[config.mk]
export PLATFORM = sky130hd
export DESIGN_NAME = wfo_queue
export DESIGN_NICKNAME = d
export VERILOG_FILES = /design/src/rtl/wfo_pkg.sv /design/src/rtl/wfo_queue.sv
export SDC_FILE = /design/constraint.sdc
export NUM_CORES = 1
export LEC_CHECK = 0
export BUFFER_PORTS_ARGS = -buffer_cell sky130_fd_sc_hd__buf_4
export CAP_MARGIN = 20
export CORE_MARGIN = 1
export CORE_UTILIZATION = 32
export DETAILED_ROUTE_END_ITERATION = 10
export HOLD_SLACK_MARGIN = 0.12
export PLACE_DENSITY = 0.53
export SLEW_MARGIN = 10
export SYNTH_ARGS = -nofsm -noshare
export SYNTH_HDL_FRONTEND = slang
export SYNTH_SLANG_ARGS = --single-unit
[constraint.sdc]
create_clock -name i_clk -period 3.58 [get_ports i_clk]
set_input_delay 0.716 -clock i_clk [delete_from_list [all_inputs] [get_ports i_clk]]
set_output_delay 0.716 -clock i_clk [all_outputs]
set_load 0.005 [all_outputs]
[src/rtl/wfo_pkg.sv]
// ----------------------------------------------------------------------------
// wfo_pkg
// Types, codes and constants shared by the wavetable FM oscillator modules.
// ----------------------------------------------------------------------------
package wfo_pkg;

    // Default build parameters: table of 2**10 entries, 16 phase fraction bits.
    localparam int DEF_TABLE_ADDR_W    = 10;
    localparam int DEF_PHASE_FRAC_BITS = 16;

    localparam int SAMPLE_W = 16;
    localparam int STEP_W   = 26;
    localparam int AMP_W    = 16;
    localparam int MODE_W   = 3;
    localparam int CFG_IDX_W  = 2;
    localparam int CFG_DATA_W = 26;

    localparam logic [STEP_W-1:0] STEP_RESET = 26'd65536;
    localparam logic [AMP_W-1:0]  AMP_ONE    = 16'd32768;

    // Configuration register indexes.
    localparam logic [CFG_IDX_W-1:0] CFG_PHASE_STEP = 2'd0;
    localparam logic [CFG_IDX_W-1:0] CFG_AMP_LEVEL  = 2'd1;
    localparam logic [CFG_IDX_W-1:0] CFG_OSC_MODE   = 2'd2;

    // Oscillator mode codes.
    localparam logic [MODE_W-1:0] MODE_MOD_PLAIN = 3'd0;
    localparam logic [MODE_W-1:0] MODE_MOD_FM    = 3'd1;
    localparam logic [MODE_W-1:0] MODE_CAR_PLAIN = 3'd2;
    localparam logic [MODE_W-1:0] MODE_CAR_FM    = 3'd3;
    localparam logic [MODE_W-1:0] MODE_SUM       = 3'd4;

    // Operation class assigned to each item by the front end.
    typedef enum logic [1:0] {
        OP_PLAIN = 2'd0,
        OP_FM    = 2'd1,
        OP_SUM   = 2'd2,
        OP_HOLD  = 2'd3
    } t_op;

    typedef struct packed {
        logic signed [SAMPLE_W-1:0] sample_in;
        logic                       block_last_in;
    } t_in_item;

    typedef struct packed {
        logic signed [SAMPLE_W-1:0] sample_out;
        logic                       block_last_out;
    } t_out_item;

    typedef struct packed {
        logic [STEP_W-1:0] phase_step;
        logic [AMP_W-1:0]  amp_level;
        logic [MODE_W-1:0] osc_mode;
    } t_cfg;

    typedef struct packed {
        t_op                        op;
        logic signed [SAMPLE_W-1:0] sample;
        logic                       last;
    } t_job;

    typedef struct packed {
        logic valid;
        logic full;
    } t_q_status;

endpackage

[src/rtl/wfo_queue.sv]
// ----------------------------------------------------------------------------
// wfo_queue
// Two-entry queue between the front end and the back end.
// ----------------------------------------------------------------------------
module wfo_queue (
    input  logic               i_clk,
    input  logic               i_rst_n,
    input  logic               i_push,
    input  wfo_pkg::t_job      i_job,
    input  logic               i_pop,
    output wfo_pkg::t_job      o_job,
    output wfo_pkg::t_q_status o_status
);

    localparam int DEPTH = 2;

    wfo_pkg::t_job r_mem [DEPTH];
    logic          r_wr_ptr;
    logic          r_rd_ptr;
    logic [1:0]    r_count;
    logic [1:0]    n_count;

    always_ff @(posedge i_clk) begin
        if (i_push) begin
            r_mem[r_wr_ptr] <= i_job;
        end
    end

    always_comb begin
        n_count = r_count;
        if (i_push && !i_pop) begin
            n_count = r_count + 2'd1;
        end else if (i_pop && !i_push) begin
            n_count = r_count - 2'd1;
        end
    end

    always_ff @(posedge i_clk) begin
        if (!i_rst_n) begin
            r_wr_ptr <= 1'b0;
            r_rd_ptr <= 1'b0;
            r_count  <= 2'd0;
        end else begin
            if (i_push) begin
                r_wr_ptr <= !r_wr_ptr;
            end
            if (i_pop) begin
                r_rd_ptr <= !r_rd_ptr;
            end
            r_count <= n_count;
        end
    end

    assign o_job          = r_mem[r_rd_ptr];
    assign o_status.valid = (r_count != 2'd0);
    assign o_status.full  = (r_count == 2'(DEPTH));

    a_count_range: assert property (@(posedge i_clk) disable iff (!i_rst_n)
        r_count <= 2'(DEPTH))
        else $error("queue count out of range");

    a_no_pop_empty: assert property (@(posedge i_clk) disable iff (!i_rst_n)
        i_pop |-> (r_count != 2'd0))
        else $error("pop from empty queue");

endmodule

After elaboration in Yosys (flattened, before gate mapping)
Memories as Yosys holds them, arrays and structs flattened. A register that Yosys moved wholly into a read port is not among the register bits.
Index checks and enable logic that the tools add are counted.
{"block": "word_totals", "register_bits": 4, "latch_bits": 0, "ramBits": 38, "rom_bits": 0, "in_bits": 23, "n_memories": 1}
{"memory": "r_mem", "words": 2, "width": 19, "rd": 1, "rd_clocked_by_memory_dff": 1, "write_ports": 1, "line_no": "wfo_queue.sv:17", "text": "wfo_pkg::t_job r_mem [DEPTH];"}
{"block": "classes", "addsub": 2, "n_mul": 0, "div": 0, "n_lt_le_gt_ge": 0, "eq_ne": 1, "shift": 0, "n_mux": 6, "n_bitwise": 0, "reduce_logical": 8}
{"cell": "1-bit zero test", "n": 4}
{"cell": "1-bit two-way mux", "n": 4}
{"cell": "2-bit two-way mux", "n": 2}
{"cell": "2-bit nonzero test", "n": 2}
{"cell": "2-bit by 1-bit adder with 2-bit output, second input constant", "n": 1}
{"cell": "2-bit equality test, second input constant", "n": 1}
{"cell": "1-bit logical AND", "n": 2}
{"cell": "2-bit by 1-bit subtractor with 2-bit output, second input constant", "n": 1}

Longest topological paths before layout
{"block": "depth", "word_depth": 4, "mapped_depth": 5}

Worst setup path after synthesis
OpenSTA, ideal clock, no wires.
{"block": "synth_path", "path_kind": "input port to flip-flop", "startpoint": "in i_push", "endpoint": "mem r_mem[0][0] (netlist bit) (enable)", "t_arrival_ps": 1639, "slack_ps": 1543, "cell_stages": 1, "n_path_buf": 0, "cell_sequence": "nor2b_1"}
{"block": "synth_via", "elab_chain_len": 2}
{"item": "start, declared", "line_no": "wfo_queue.sv:8", "text": "input logic i_push,"}
{"item": "1-bit two-way mux", "line_no": "wfo_queue.sv:24", "text": "if (i_push) begin"}
{"item": "1-bit two-way mux (implied by the code)", "line_no": "wfo_queue.sv:25", "text": "r_mem[r_wr_ptr] <= i_job;"}
{"item": "end, declared", "line_no": "wfo_queue.sv:17"}
Every way passes these cells.

==> results.json <==
{
  "grt_pass1_vias": 927,
  "cp_num_buf_inv": 1,
  "regArea_um2": 1241,
  "hold_end": "r_count[1]$_SDFFE_PN0P_",
  "critPathMaxStageDelay_ns": 0.87,
  "synth_nets": 105,
  "status": "completed",
  "fmax_mhz": 406.9,
  "cp-end-kind": "output pin",
  "crit_fanout": 19,
  "h-tree-depth": 2,
  "hold_depth": 2,
  "antennaDiodeCount": 0,
  "cts_resized": 0,
  "ys_seq_area_frac": 0.7793,
  "synth_cell_types": 17,
  "hold_start": "r_count[1]$_SDFFE_PN0P_",
  "final_nets": 154,
  "gp_congestion": 0.6102,
  "crit_slowest_cell": "dfxtp_1",
  "max_cap_violations": 0,
  "start_util": 0.3350,
  "worst_pin_slew_ns": 0.8834,
  "vias_per_cell": 4.298,
  "hpwl_um": 1746,
  "slew_headroom": 0.4111,
  "syn_inst": 81,
  "crit_type": "reg -> out",
  "core_area_um2": 4755,
  "min_period_ns": 2.458,
  "drtPass1Iterations": 2,
  "cts_buffers": 5,
  "ys_warn_count": 0,
  "multi_input_area_um2": 334.1,
  "ant_nets": 0,
  "grt_max_degree": 21,
  "setup_tns_ns": 0,
  "cts.clk_slew.worst_paths_ns": 0.07,
  "synth-seq-cells": 43,
  "overflow": 0,
  "grt_pass1_wl_um": 4229,
  "syn_avg_cell_area_um2": 19.66,
  "via_count": 851,
  "die-area_um2": 5264,
  "drc": 0,
  "p_leak_nw": 0.7991,
  "crit-reg2reg-launch": "r_wr_ptr$_SDFFE_PN0P_",
  "rsz0062_at_grt": "no",
  "postCtsSetupBuffers": 0,
  "hold_viol_final": 0,
  "gr-usage-all-layers": 0.1130,
  "post-route-period-util": 0.6865,
  "path_cells": "mux2_2 > buf_4",
  "drt_wl_total_um": 2636,
  "hold_path.class": "reg -> reg",
  "cts.path.max_buffers": 2,
  "placed_area_um2": 1986,
  "fin_skew_ns": 0.007873,
  "syn_area_um2": 1593,
  "setup_viol": 0,
  "cts.sinks": 43,
  "cts_tree": "built",
  "rows": 25,
  "clk_latency_ns": 0.29,
  "die_w_um": 72.55,
  "design.portCount": 44,
  "slew_violations": 0,
  "cp_data_required_time_ns": 2.86,
  "final_area_um2": 2105,
  "die_h_um": 72.55,
  "arrival_ns": 1.74,
  "wl_per_cell_um": 13.31,
  "p_per_area_nw_per_um2": 513.4,
  "timing.rr.end": "r_mem[1][16]$_DFFE_PP_",
  "portBuffers": 43,
  "initialDrtViolationCount": 35,
  "postCtsHoldBufs": 0,
  "antenna_found_initial": 0,
  "cts-root-buf": "clkbuf_8",
  "cpLargestDelayFamily": "flip-flops",
  "syn2layout_area_growth_pct": 32.13,
  "power_w": 0.001080,
  "worst_r2r_path_depth": 1,
  "rrSetupSlack_ns": 2.12,
  "nFillCells": 447,
  "drive_above_1_share": 0.5573,
  "cp-start-kind": "flop",
  "ir_worst_vdd_v": 0.0002585
}
[placed cells by master (no fill, tap or decap), drive strengths merged, types with 2 or more instances in the layout]
cell type / count
and2: 4
clkinv: 2
clkbuf: 5
edfxtp: 38
nor2b: 2
buf: 44
xor2: 2
dfxtp: 5
mux2: 19
[where the power goes]
part	switching, W	internal, W
clock network	0.000158	0.000204
logic	0.0000438	0.0000809
registers	0.0000168	0.000577
total	0.000219	0.000862
[stage by stage]
stage | worst slack, ns | cells | util | hold WS (ns)
global route | 0.9872 | 198 | 0.4426 | 0.5649
global placement | 1.383 | 189 | 0.4176 | 0.4717
CTS | 1.059 | 197 | 0.4403 | 0.5121
detailed placement | 1.378 | 189 | 0.4176 | 0.5011
finish | 1.122 | 198 | 0.4426 | 0.5078
floorplan | 1.543 | 81 | - | 0.4612
[registers in the layout (all words and copies together) (netlist names), named ones only]
name and flops:
r_count 2, r_mem 38, r_rd_ptr 1, r_wr_ptr 1
[worst max-delay path by stage]
stage                       from  cells after the start  slack, ns                     to
final                       flop                      2       1.12              o_job[18]
after global routing        flop                      2       0.99              o_job[18]
after global placement      flop                      2       1.38              o_job[10]
after floorplan           i_push                      1       1.54  r_mem[0][0]$_DFFE_PP_
after CTS                   flop                      2       1.06              o_job[18]
after detailed placement    flop                      2       1.38              o_job[18]
[per-layer routing]
metal,up-vias,part of all wire,GRT usage
li1,403,-,-
met1,410,0.40,0.1231
met2,30,0.52,0.1869
met4,0,0.025,0.07190
met3,8,0.060,0.04028
met5,-,0,0
[kinds of logic after synthesis]
kind of cell,synth area share
XOR/XNOR,0.01650
AO/OA/AOI/OAI,0.01257
multiplexers,0.1343
flip-flops,0.7793
adder cells (fa/ha/maj),0.007854
AND/OR/NAND/NOR,0.03692
buffers and inverters,0.01256
[cell usage after synthesis, drive strengths merged]
library cell	count	area, um^2
mux2	19	214.0
o21a	1	7.510
nor2b	2	12.51
buf	2	16.26
inv	1	3.750
a21boi	1	7.510
or3	1	6.260
xnor2	1	8.760
xor2	2	17.52
and2b	1	8.760
and2	4	25.02
or2	1	6.260
o21ai	1	5.000
dfxtp	5	100.1
edfxtp	38	1141
ha	1	12.51
[layout make-up]
type / count / area share
Clock inverter: 3 / 0.01843
Timing Repair Buffer: 44 / 0.1587
Tap cell: 67 / 0.03983
Sequential cell: 43 / 0.5898
Inverter: 1 / 0.001784
Multi-Input combinational cell: 35 / 0.1587
Clock buffer: 5 / 0.03270
Note: power is estimated with default switching activity, not from simulation.
